[config.mk]
export PLATFORM = sky130hd
export DESIGN_NAME = ascending_word_sorter
export DESIGN_NICKNAME = d
export VERILOG_FILES = /design/src/sv/aws_pkg.sv /design/src/sv/ascending_word_sorter.sv /design/src/sv/aws_ram.sv /design/src/sv/aws_fifo.sv /design/src/sv/aws_core.sv
export SDC_FILE = /design/constraint.sdc
export NUM_CORES = 1
export LEC_CHECK = 0
export BUFFER_PORTS_ARGS = -buffer_cell sky130_fd_sc_hd__buf_2
export CAP_MARGIN = 20
export CORE_UTILIZATION = 50
export DETAILED_ROUTE_END_ITERATION = 10
export PLACE_DENSITY = 0.74
export SYNTH_ARGS = -nofsm -noshare
export SYNTH_HDL_FRONTEND = slang
export SYNTH_SLANG_ARGS = --single-unit
[constraint.sdc]
create_clock -name i_clk -period 6.6 [get_ports i_clk]
set_input_delay 0.99 -clock i_clk [delete_from_list [all_inputs] [get_ports i_clk]]
set_output_delay 0.99 -clock i_clk [all_outputs]
set_load 0.02 [all_outputs]
[src/sv/aws_pkg.sv]
package aws_pkg;

    localparam int unsigned WORD_W = 32;

    typedef struct packed {
        logic [WORD_W-1:0] word;
        logic              set_end;
    } t_in_item;

endpackage

[src/sv/ascending_word_sorter.sv]
// Words load at one per cycle while the core is loading a set. A set of N
// words is sorted by bubble passes over L words for L = N down to 2, and its
// first word is then read from the RAM and presented. Words leave at one per
// cycle while the receiver is ready; the next set is taken only after the last
// word of the set is accepted, with two items held in the queue.
// Reset is synchronous and active low and empties the queue and the set.
module ascending_word_sorter #(
    parameter int unsigned SET_DEPTH = 16
) (
    input  logic        i_clk,
    input  logic        i_rst_n,
    input  logic        s_axis_tvalid,
    output logic        s_axis_tready,
    input  logic [31:0] s_axis_tdata,  // word_in
    input  logic        s_axis_tlast,  // set_end
    output logic        m_axis_tvalid,
    input  logic        m_axis_tready,
    output logic [31:0] m_axis_tdata,  // word_out
    output logic        m_axis_tlast,  // final_word
    output logic        m_axis_tuser   // overflowed
);

    aws_pkg::t_in_item w_in;
    aws_pkg::t_in_item w_q;
    logic              w_qv;
    logic              w_qr;

    assign w_in.word    = s_axis_tdata;
    assign w_in.set_end = s_axis_tlast;

    aws_fifo u_fifo (
        .i_clk  (i_clk),
        .i_rst_n(i_rst_n),
        .i_valid(s_axis_tvalid),
        .o_ready(s_axis_tready),
        .i_item (w_in),
        .o_valid(w_qv),
        .i_ready(w_qr),
        .o_item (w_q)
    );

    aws_core #(.SET_DEPTH(SET_DEPTH)) u_core (
        .i_clk  (i_clk),
        .i_rst_n(i_rst_n),
        .i_valid(w_qv),
        .o_ready(w_qr),
        .i_item (w_q),
        .o_valid(m_axis_tvalid),
        .i_ready(m_axis_tready),
        .o_word (m_axis_tdata),
        .o_final(m_axis_tlast),
        .o_ovf  (m_axis_tuser)
    );

endmodule

[src/sv/aws_ram.sv]
module aws_ram #(
    parameter int unsigned WIDTH = 32,
    parameter int unsigned DEPTH = 16
) (
    input  logic                     i_clk,
    input  logic                     i_we,
    input  logic [$clog2(DEPTH)-1:0] i_waddr,
    input  logic [WIDTH-1:0]         i_wdata,
    input  logic [$clog2(DEPTH)-1:0] i_raddr,
    output logic [WIDTH-1:0]         o_rdata
);

    logic [WIDTH-1:0] r_mem [DEPTH];
    logic [WIDTH-1:0] r_rdata;

    always_ff @(posedge i_clk) begin
        if (i_we) begin
            r_mem[i_waddr] <= i_wdata;
        end
        r_rdata <= r_mem[i_raddr];
    end

    assign o_rdata = r_rdata;

endmodule

[src/sv/aws_fifo.sv]
module aws_fifo (
    input  logic              i_clk,
    input  logic              i_rst_n,
    input  logic              i_valid,
    output logic              o_ready,
    input  aws_pkg::t_in_item i_item,
    output logic              o_valid,
    input  logic              i_ready,
    output aws_pkg::t_in_item o_item
);

    aws_pkg::t_in_item r_slot [2];
    logic              r_wp;
    logic              r_rp;
    logic [1:0]        r_cnt;
    logic              w_push;
    logic              w_pop;

    assign o_ready = (r_cnt != 2'd2);
    assign o_valid = (r_cnt != 2'd0);
    assign o_item  = r_slot[r_rp];
    assign w_push  = i_valid && o_ready;
    assign w_pop   = o_valid && i_ready;

    always_ff @(posedge i_clk) begin
        if (w_push) begin
            r_slot[r_wp] <= i_item;
        end
        if (!i_rst_n) begin
            r_wp  <= 1'b0;
            r_rp  <= 1'b0;
            r_cnt <= 2'd0;
        end else begin
            if (w_push) begin
                r_wp <= ~r_wp;
            end
            if (w_pop) begin
                r_rp <= ~r_rp;
            end
            r_cnt <= r_cnt + {1'b0, w_push} - {1'b0, w_pop};
        end
    end

endmodule

[src/sv/aws_core.sv]
module aws_core #(
    parameter int unsigned SET_DEPTH = 16
) (
    input  logic                       i_clk,
    input  logic                       i_rst_n,
    input  logic                       i_valid,
    output logic                       o_ready,
    input  aws_pkg::t_in_item          i_item,
    output logic                       o_valid,
    input  logic                       i_ready,
    output logic [aws_pkg::WORD_W-1:0] o_word,
    output logic                       o_final,
    output logic                       o_ovf
);

    localparam int unsigned AW = $clog2(SET_DEPTH);
    localparam int unsigned CW = $clog2(SET_DEPTH + 2);
    localparam int unsigned W  = aws_pkg::WORD_W;

    typedef enum logic [3:0] {
        S_LOAD = 4'b0001,
        S_SORT = 4'b0010,
        S_RD   = 4'b0100,
        S_EMIT = 4'b1000
    } t_state;

    t_state           r_state;
    logic [CW-1:0]    r_cnt;
    logic             r_drop;
    logic [CW-1:0]    r_len;
    logic [CW-1:0]    r_k;
    logic [CW-1:0]    r_idx;
    logic [W-1:0]     r_carry;
    logic             r_ovf;
    logic             r_fin;
    logic             r_ov;
    logic             w_acc;
    logic             w_store;
    logic             w_we;
    logic [AW-1:0]    w_waddr;
    logic [AW-1:0]    w_raddr;
    logic [W-1:0]     w_wdata;
    logic [W-1:0]     w_rdata;
    logic [W-1:0]     w_min;
    logic [W-1:0]     w_max;
    logic [CW-1:0]    w_k2;
    logic [CW-1:0]    w_idx1;

    assign o_ready = (r_state == S_LOAD);
    assign w_acc   = i_valid && o_ready;
    assign w_store = w_acc && (r_cnt < CW'(SET_DEPTH));
    assign o_valid = r_ov;
    assign o_word  = w_rdata;
    assign w_k2    = r_k - CW'(2);
    assign w_idx1  = r_idx + CW'(1);
    assign w_min   = (r_carry > w_rdata) ? w_rdata : r_carry;
    assign w_max   = (r_carry > w_rdata) ? r_carry : w_rdata;

    // A bubble pass over L words keeps the larger word in a carry register and
    // writes the smaller one back one place lower; the carry lands at L-1.
    always_comb begin
        w_we    = 1'b0;
        w_waddr = r_cnt[AW-1:0];
        w_wdata = i_item.word;
        w_raddr = r_idx[AW-1:0];
        case (r_state)
            S_LOAD: begin
                w_we = w_store;
            end
            S_SORT: begin
                w_raddr = r_k[AW-1:0];
                w_waddr = w_k2[AW-1:0];
                w_wdata = (r_k == r_len + CW'(1)) ? r_carry : w_min;
                w_we    = (r_len >= CW'(2)) && (r_k >= CW'(2));
            end
            S_RD: begin
                w_raddr = r_idx[AW-1:0];
            end
            S_EMIT: begin
                if (i_ready) begin
                    w_raddr = w_idx1[AW-1:0];
                end
            end
            default: begin
                w_we = 1'b0;
            end
        endcase
    end

    aws_ram #(.WIDTH(W), .DEPTH(SET_DEPTH)) u_ram (
        .i_clk  (i_clk),
        .i_we   (w_we),
        .i_waddr(w_waddr),
        .i_wdata(w_wdata),
        .i_raddr(w_raddr),
        .o_rdata(w_rdata)
    );

    always_ff @(posedge i_clk) begin
        if (!i_rst_n) begin
            r_state <= S_LOAD;
            r_cnt   <= '0;
            r_drop  <= 1'b0;
            r_len   <= '0;
            r_k     <= '0;
            r_idx   <= '0;
            r_ov    <= 1'b0;
            r_ovf   <= 1'b0;
            r_fin   <= 1'b0;
        end else begin
            case (r_state)
                S_LOAD: begin
                    if (w_acc) begin
                        if (w_store) begin
                            r_cnt <= r_cnt + CW'(1);
                        end else begin
                            r_drop <= 1'b1;
                        end
                        if (i_item.set_end) begin
                            r_state <= S_SORT;
                            r_k     <= '0;
                            r_len   <= w_store ? (r_cnt + CW'(1)) : r_cnt;
                            r_ovf   <= r_drop || !w_store;
                        end
                    end
                end
                S_SORT: begin
                    if (r_len < CW'(2)) begin
                        r_state <= S_RD;
                        r_idx   <= '0;
                        r_fin   <= (r_cnt == CW'(1));
                    end else if (r_k == r_len + CW'(1)) begin
                        r_k   <= '0;
                        r_len <= r_len - CW'(1);
                    end else begin
                        r_k <= r_k + CW'(1);
                        if (r_k == CW'(1)) begin
                            r_carry <= w_rdata;
                        end else if (r_k >= CW'(2)) begin
                            r_carry <= w_max;
                        end
                    end
                end
                S_RD: begin
                    r_state <= S_EMIT;
                    r_ov    <= 1'b1;
                end
                S_EMIT: begin
                    if (i_ready) begin
                        if (r_fin) begin
                            r_ov    <= 1'b0;
                            r_state <= S_LOAD;
                            r_cnt   <= '0;
                            r_drop  <= 1'b0;
                        end else begin
                            r_idx <= w_idx1;
                            r_fin <= ((r_idx + CW'(2)) == r_cnt);
                        end
                    end
                end
                default: begin
                    r_state <= S_LOAD;
                end
            endcase
        end
    end

    assign o_final = r_fin;
    assign o_ovf   = r_ovf;

endmodule

==> metrics.md, run 1 <==
| Metric | Value |
|---|---|
| Outcome | `complete, no violations` |
| P_leak | `0.0108 uW` |
| Crit. End Element | `flop` |
| Clock skew | `22.8 ps` |
| Slowest stage delay, CP | `880 ps` |
| DR vias | `18.0k` |
| Chip width | `238 um` |
| Hold Vio Cnt, Final | `0` |
| Most numerous cell in the Yosys netlist | `edfxtp_1` |
| Syn Inst Count | `2040` |
| Highest Clock Rate | `234 MHz` |
| Vias per cell | `6.24` |
| Synth Cell Area | `0.0278 mm2` |
| Fraction of layout cells with a size suffix above 1 | `13.9%` |
| Max VDD drop | `234 uV` |
| Final Max Tran Viols | `0` |
| Total GRT Usage | `24.6%` |
| Area leader, netlist | `edfxtp_1` |
| Tightest Hold Check Type | `reg -> reg` |
| # port buffers | `72` |
| Largest delay share family, worst path | `compound AO/OA/AOI/OAI gates` |
| Crit-path max FO | `20` |
| Top cells by area, synth | `edfxtp_1 (66%), dfxtp_1 (4.7%), a211oi_1 (4.4%)` |
| Clk Latency, worst-skew pair | `610 ps` |
| Root Buffer Master | `clkbuf_16` |
| # H-tree levels | `2` |
| Req. time, crit path | `6860 ps` |
| DPL Wire Length | `37800 um` |
| Post-synth net total | `2123` |
| Syn avg cell area | `13.6 um2` |
| Synth unique cells | `54` |
| PwrDens | `371 mW/mm2` |
| 1st-pass router iterations | `5` |
| Crit path DAT | `4530 ps` |
| Clock buffer depth | `3` |
| Routed wire length | `70900 um` |
| Setup ws final | `2330 ps` |
| Total Power | `11500 uW` |
| Cell internal pwr | `8170 uW` |
| Clock power share | `29.0%` |
| Reg clk slew, reported paths | `60 ps` |
| Largest net degree at the start of global routing | `169` |
| Post-synthesis sequential area ratio | `70.6%` |
| Routability-driven placement congestion ratio | `0.841` |
| Sw power | `3360 uW` |
| Top cell type's share of synthesized area | `65.9%` |
| Synth top cells by count | `edfxtp_1 (610), nand2_1 (291), a211oi_1 (164)` |
| Predominant post-synthesis flop cell | `edfxtp_1` |
| Worst relative slew slack | `26.1%` |
| Yosys warns | `0` |
| RSZ-0062 raised after global routing | `no` |
| Post-CTS setup buffer count | `0` |
| Measured slew at the worst slew-check pin | `1110 ps` |
| Critical Path Start Type | `flop` |
| Period minus WS final | `4270 ps` |
| Synthesis-to-layout area growth | `11.8%` |
| # DRC | `0` |
| Sequential share of power | `49.2%` |
| Vias in the first global route | `17.1k` |
| Die ar. | `0.0565 mm2` |
| CTS tree | `yes` |
| Switching Fraction | `29.2%` |
| Net count reported at finish | `2169` |
| Drt first-iter violations | `2127` |
| WP buf/inv | `2` |
| CTS buffer count | `60` |
| Die Y | `238 um` |
| Setup TNS | `0 ps` |
| Cell breakdown of the critical path | `inv_1, ha_1, xnor2_1, o211ai_1, a311oi_1, nor2b_1, a22oi_2, buf_4, mux2i_1, a21oi_1` |
| First-pass GRT wire length | `105000 um` |
| Post-cts resize count | `0` |
| Rows | `86` |
| Starting Density | `50.5%` |
| Io pins | `73` |
| Routed len/inst | `24.6 um` |
| Synth async-reset ratio | `0%` |
| Initial antenna violation count | `1` |
| Clock Sinks | `675` |
| Kind of critical path | `reg -> reg` |
| Place WS | `2270 ps` |
| Final period util | `64.8%` |
| Ant. Diodes | `0` |
| Critical-path top delay cell | `a21oi_1` |
| Hold_buf cts | `0` |
| Core ar. | `0.0550 mm2` |
| FF+latch count, synth | `675` |
| Finish-stage setup viols | `0` |
| Share of total power in combinational logic | `21.9%` |
| Final ANT Viol Nets | `0` |
| Post-synth EDFFs | `610` |
| GR Overflow Total | `0` |
| Max-cap check violation count | `0` |
[layout by cell type (no fill, tap or decap), types with 4 or more instances in the layout]
cell        synthesis  routed
edfxtp_1          610     610
nand2_1           291     290
a211oi_1          164     164
and3_1            130     129
buf_2              18      72
a31oi_1            71      71
a21oi_1            66      66
dfxtp_1            65      64
clkbuf_16           0      62
buf_4               0      53
a31o_2             51      51
inv_1              49      49
ha_1               46      46
nor2_1             61      42
nor2b_1            42      42
a221o_1            35      34
o22ai_1            34      34
mux2i_1            33      33
o21ai_0            19      19
nor2_4              0      19
clkbuf_1          121      19
xnor2_1            14      14
a31o_1             14      14
clkinv_1            0      12
nand4_1            11      11
nor3_1             11      11
nand3_1             8       8
xor2_1              8       8
clkinv_2            0       8
and2_1              8       7
o211ai_1            4       4
a22oi_1             5       4
clkinvlp_4          0       4
[cell families after synthesis]
| logic type | Yosys count | synth area share, % |
|---|---|---|
| compound gates | 484 | 12.5 |
| xor+xnor | 22 | 0.694 |
| fa+ha+maj | 46 | 2.07 |
| buf+inv | 195 | 2.80 |
| flops | 675 | 70.6 |
| mux | 35 | 1.27 |
| simple gates | 583 | 9.99 |
[worst min-delay path, delay by kind of cell (launching register included)]
family	cells	cell delay (ps)
flip-flops	1	310
AND/OR/NAND/NOR	1	50
AO/OA/AOI/OAI	1	50
[cell type report]
cell class              instances  area (um2)
flip-flops and latches        675       19600
multi-input cells            1170        7590
inverters                      49         184
clock buffers                  82        1640
repair buffers                130         837
clock inverters                30         235
fillers                      4209       23900
well taps                     748         936
[path summary, 6_finish.rpt]
path	startpoint	to	slack (ps)	cells after the start
worst min register to register	u_core.o_valid	u_core.o_valid	460	2
worst min-delay path	u_core.o_valid	u_core.o_valid	460	2
worst max register to register	u_core.r_len[0]	u_core.u_ram.r_mem[5][4]	2330	10
worst max-delay path	u_core.r_len[0]	u_core.u_ram.r_mem[5][4]	2330	10
[sequential cells by signal (all words and copies together), names as in the netlist, 2 cells and up, named ones only]
register	count
u_core.r_carry	32
u_core.r_state	4
u_core.r_idx	5
u_core.u_ram.r_mem	512
u_fifo.r_cnt	2
u_core.r_k	5
u_core.r_cnt	5
u_core.r_len	5
u_core.u_ram.o_rdata	32
u_fifo.r_slot	66
[per-stage QoR]
step	utilization [%]	hold WS, ps	cells	cell area (um2)
6_report	56.5	462	2884	31000
5_1_grt	56.5	486	2884	31000
4_1_cts	56.2	466	2866	30900
3_5_place_dp	52.8	458	2754	29000
3_3_place_gp	52.8	445	2754	29000
2_1_floorplan	-	452	2040	27800
[power groups by stage]
stage          Clock (uW)  Combinational [uW]  Sequential, uW
3_3_place_gp            0                2330            5730
2_1_floorplan           0                1420            5820
6_report             3340                2520            5670
3_5_place_dp            0                2400            5760
5_1_grt              3530                2710            5700
4_1_cts              3370                2420            5670
[metal layers]
layer	global-route usage, %	routed length (um)	up-vias	part of all wire [%]
li1	-	-	7940	-
met4	8.05	2000	0	2.8
met2	40.5	34300	963	48
met5	0	0	-	0
met3	3.25	6160	143	8.7
met1	33.8	28400	8951	40
Power figures use the tool's default switching activity.
==> inputs of run 2 (changes only) <==
--- a/config.mk
+++ b/config.mk
@@ -5,11 +5,12 @@
 export SDC_FILE = /design/constraint.sdc
 export NUM_CORES = 1
 export LEC_CHECK = 0
+export ABC_AREA = 1
 export BUFFER_PORTS_ARGS = -buffer_cell sky130_fd_sc_hd__buf_2
 export CAP_MARGIN = 20
 export CORE_UTILIZATION = 50
 export DETAILED_ROUTE_END_ITERATION = 10
-export PLACE_DENSITY = 0.74
+export PLACE_DENSITY = 0.77
 export SYNTH_ARGS = -nofsm -noshare
 export SYNTH_HDL_FRONTEND = slang
 export SYNTH_SLANG_ARGS = --single-unit
==> constraint.sdc (replaced) <==
create_clock -name i_clk -period 3.7 [get_ports i_clk]
set_input_delay 0.555 -clock i_clk [delete_from_list [all_inputs] [get_ports i_clk]]
set_output_delay 0.555 -clock i_clk [all_outputs]
set_load 0.02 [all_outputs]
==> metrics.md, run 2 <==
| Metric | Value |
|---|---|
| First-pass GRT wire length | `119000 um (+14%)` |
| Final ANT Viol Nets | `0 (unchanged)` |
| Post-CTS setup buffer count | `0 (unchanged)` |
| DR vias | `21.3k (+18%)` |
| Measured slew at the worst slew-check pin | `1090 ps (-23.2 ps)` |
| Final Instance Count excl. Fillers | `3666 (+27%)` |
| Max-cap check violation count | `0 (unchanged)` |
| Setup TNS | `0 ps (unchanged)` |
| FF+latch count, synth | `675 (unchanged)` |
| RR Endpoint | `u_core.u_ram.o_rdata[18]` |
| Synth async-reset ratio | `0% (unchanged)` |
| CTS buffer count | `67 (+12%)` |
| # H-tree levels | `3 (+1)` |
| Total GRT Usage | `25.8% (+1.2 points)` |
| Vias per cell | `5.81 (-6.9%)` |
| Place WS | `580 ps (-1690 ps)` |
| Tightest Hold Check Type | `in -> reg` |
| Yosys warns | `0 (unchanged)` |
| Adder and majority gate portion of the synthesized area | `1.95% (-0.12 points)` |
| Rows | `88 (+2.3%)` |
| Vias in the first global route | `20.4k (+19%)` |
| RSZ-0062 raised after global routing | `no` |
| Period minus WS final | `3180 ps (-1100 ps)` |
| Initial antenna violation count | `3 (+2)` |
| Hold_buf cts | `0 (unchanged)` |
| Kind of critical path | `reg -> reg` |
| Post-cts resize count | `0 (unchanged)` |
| Chip width | `245 um (+3.0%)` |
| Routability-driven placement congestion ratio | `0.960 (+14%)` |
| Net count reported at finish | `2931 (+35%)` |
| Hold Vio Cnt, Final | `0 (unchanged)` |
| Outcome | `complete, no violations` |
| P_leak | `0.0133 uW (+23%)` |
| Predominant post-synthesis flop cell | `edfxtp_1` |
| Simple-gate share of the synthesized area | `23.3% (+13 points)` |
| CTS tree | `yes` |
| Synth unique cells | `40 (-26%)` |
| Finish-stage setup viols | `0 (unchanged)` |
| Setup ws final | `521 ps (-1800 ps)` |
| Fraction of layout cells with a size suffix above 1 | `11.4% (-2.5 points)` |
| 1st-pass router iterations | `8 (+3)` |
| Post-synthesis sequential area ratio | `66.5% (-4.1 points)` |
| Worst relative slew slack | `26.8% (+0.78 points)` |
| FF-to-FF Start | `u_core.r_state[1]` |
| # port buffers | `72 (unchanged)` |
| Xor/xnor share of the synthesized area | `0.683% (-0.011 points)` |
| Critical-path top delay cell | `nor3_4` |
| Mux cell area share after synthesis | `1.26% (-0.014 points)` |
| # DRC | `0 (unchanged)` |
| Largest net degree at the start of global routing | `126 (-25%)` |
| Commonest non-fill, non-tap cell in the layout | `nand2_1` |
| Clk Latency, worst-skew pair | `600 ps (about the same)` |
| Post-synth net total | `2877 (+36%)` |
| Req. time, crit path | `4140 ps (-2720 ps)` |
| Max FFs per register | `512 (unchanged)` |
| Most numerous cell in the Yosys netlist | `nand2_1` |
| Critical Path Start Type | `flop` |
| Io pins | `73 (unchanged)` |
| DPL Wire Length | `47600 um (+26%)` |
| Syn avg cell area | `10.6 um2 (-22%)` |
| Critical path origin | `u_core.r_state[1]` |
| Biggest regs | `u_core.u_ram.r_mem x512, u_fifo.r_slot x66` |
| Die ar. | `0.0600 mm2 (+6.1%)` |
| Die Y | `245 um (+3.0%)` |
| Highest Clock Rate | `315 MHz (+34%)` |
| R2R cell count | `13 (+3)` |
| Finished Core Util | `57.6% (+1.2 points)` |
| R2R Setup Slk | `520 ps (-1800 ps)` |
| DP Cell Count | `3544 (+29%)` |
| Routed len/inst | `21.1 um (-14%)` |
| Crit-path max FO | `77 (+290%)` |
| Reg clk slew, reported paths | `70 ps (about the same)` |
| Slowest stage delay, CP | `420 ps (-460 ps)` |
| Syn Inst Count | `2794 (+37%)` |
| Cell breakdown of the critical path | `inv_2, nor3_4, nand2_1, nand3_4, nand2_8, buf_12, buf_4, nand2_1, nand2_1, nand2_1, nand3_1, nand3_1, nand2_1` |
| Crit. End Element | `flop` |
| Clock skew | `25.5 ps (+2.69 ps)` |
| GR Overflow Total | `0 (unchanged)` |
| Largest Register | `u_core.u_ram.r_mem` |
| PwrDens | `699 mW/mm2 (+88%)` |
| Synth top cells by count | `nand2_1 (930), edfxtp_1 (610), nand3_1 (541)` |
| Max VDD drop | `408 uV (+75%)` |
| Top cell type's share of synthesized area | `62.1% (-3.8 points)` |
| Root Buffer Master | `clkbuf_16` |
| Drt first-iter violations | `2673 (+26%)` |
| Final Max Tran Viols | `0 (unchanged)` |
| Area leader, netlist | `edfxtp_1` |
| Largest family of logic cells by synthesized area | `simple AND/OR/NAND/NOR gates` |
| Hold Slack | `141 ps (-321 ps)` |
| Synth Cell Area | `0.0295 mm2 (+6.2%)` |
| Setup crit end | `u_core.u_ram.o_rdata[18]` |
| Clock Sinks | `675 (unchanged)` |
| Clock buffer depth | `3 (unchanged)` |
| Top cells by area, synth | `edfxtp_1 (62%), nand2_1 (12%), nand3_1 (9.2%)` |
| Post-synth EDFFs | `610 (unchanged)` |
| Crit path DAT | `3620 ps (-910 ps)` |
| Final period util | `85.9% (+21 points)` |
| Critical Path Most Common Cell | `nand2_1` |
| Starting Density | `50.8% (+0.31 points)` |
| Core ar. | `0.0580 mm2 (+5.5%)` |
| Synth Area in Compound Gates | `1.34% (-11 points)` |
| Routed wire length | `77400 um (+9.2%)` |
| Synthesis-to-layout area growth | `13.3%` |
| Ant. Diodes | `0 (unchanged)` |
| Most used cells in the layout excluding fill and tap cells | `nand2_1 (929), edfxtp_1 (610), nand3_1 (541)` |
-- run 2: changes by cell type after synthesis, sizes merged, moves of 65 or more --
| cell | before | now |
|---|---|---|
| nand2 | 291 | 934 |
| nand3 | 8 | 544 |
| a211oi | 164 | 2 |
| inv | 49 | 188 |
| and3 | 130 | 0 |
| buf | 25 | 125 |
| clkbuf | 121 | 36 |
| a31oi | 71 | 1 |
| a31o | 65 | 0 |
-- run 2: report_power, final --
part           internal, uW  switching [uW]
combinational          1550            4410
sequential             9950             375
clock                  4220            2880
total                 15700            7670
-- run 2: metrics by stage --
step	power [uW]	instance area (um2)
after floorplan	13700	29500
after global placement	16100	31100
after detailed placement	16200	31100
after CTS	23300	33400
after global routing	24200	33400
final	23400	33400
-- run 2: cell type report --
| class | count | area (um2) |
|---|---|---|
| fill | 4515 | 24600 |
| sequential | 675 | 19600 |
| multi-input combinational | 1770 | 8600 |
| clock buffer | 86 | 1860 |
| timing repair buffer | 146 | 1230 |
| tap | 765 | 957 |
| inverter | 188 | 708 |
| clock inverter | 36 | 448 |
-- run 2: worst min path at each step --
stage / startpoint / end / slack, ps / cells after the start
finish: s_axis_tdata[22] / u_fifo.r_slot[1][23] / 140 / 1
global route: s_axis_tdata[31] / u_fifo.r_slot[0][32] / 130 / 1
CTS: s_axis_tdata[22] / u_fifo.r_slot[1][23] / 120 / 1
detailed placement: u_core.u_ram.o_rdata[11] / u_core.r_carry[11] / 440 / 0
global placement: u_core.u_ram.o_rdata[30] / u_core.r_carry[30] / 430 / 0
floorplan: u_fifo.r_rp / flop / 430 / 1
-- run 2: worst max-delay path: cells and delay by family, from the launching register on --
family / cells / cell delay (ps)
AND/OR/NAND/NOR: 10 / 1970
buffers and inverters: 3 / 630
flip-flops: 1 / 390
-- run 2: cell families after synthesis --
family,count (synthesis)
adder cells (fa/ha/maj),46
AND/OR/NAND/NOR,1595
multiplexers,33
buffers and inverters,349
flip-flops,675
AO/OA/AOI/OAI,73
XOR/XNOR,23
-- run 2: layer usage --
metal	GRT usage, %	part of all wire [%]	up-vias
li1	-	-	9653
met1	36.4	39	10122
met2	39.7	45	1361
met3	3.86	11	168
met4	11.2	3.8	2
met5	0	0.015	-
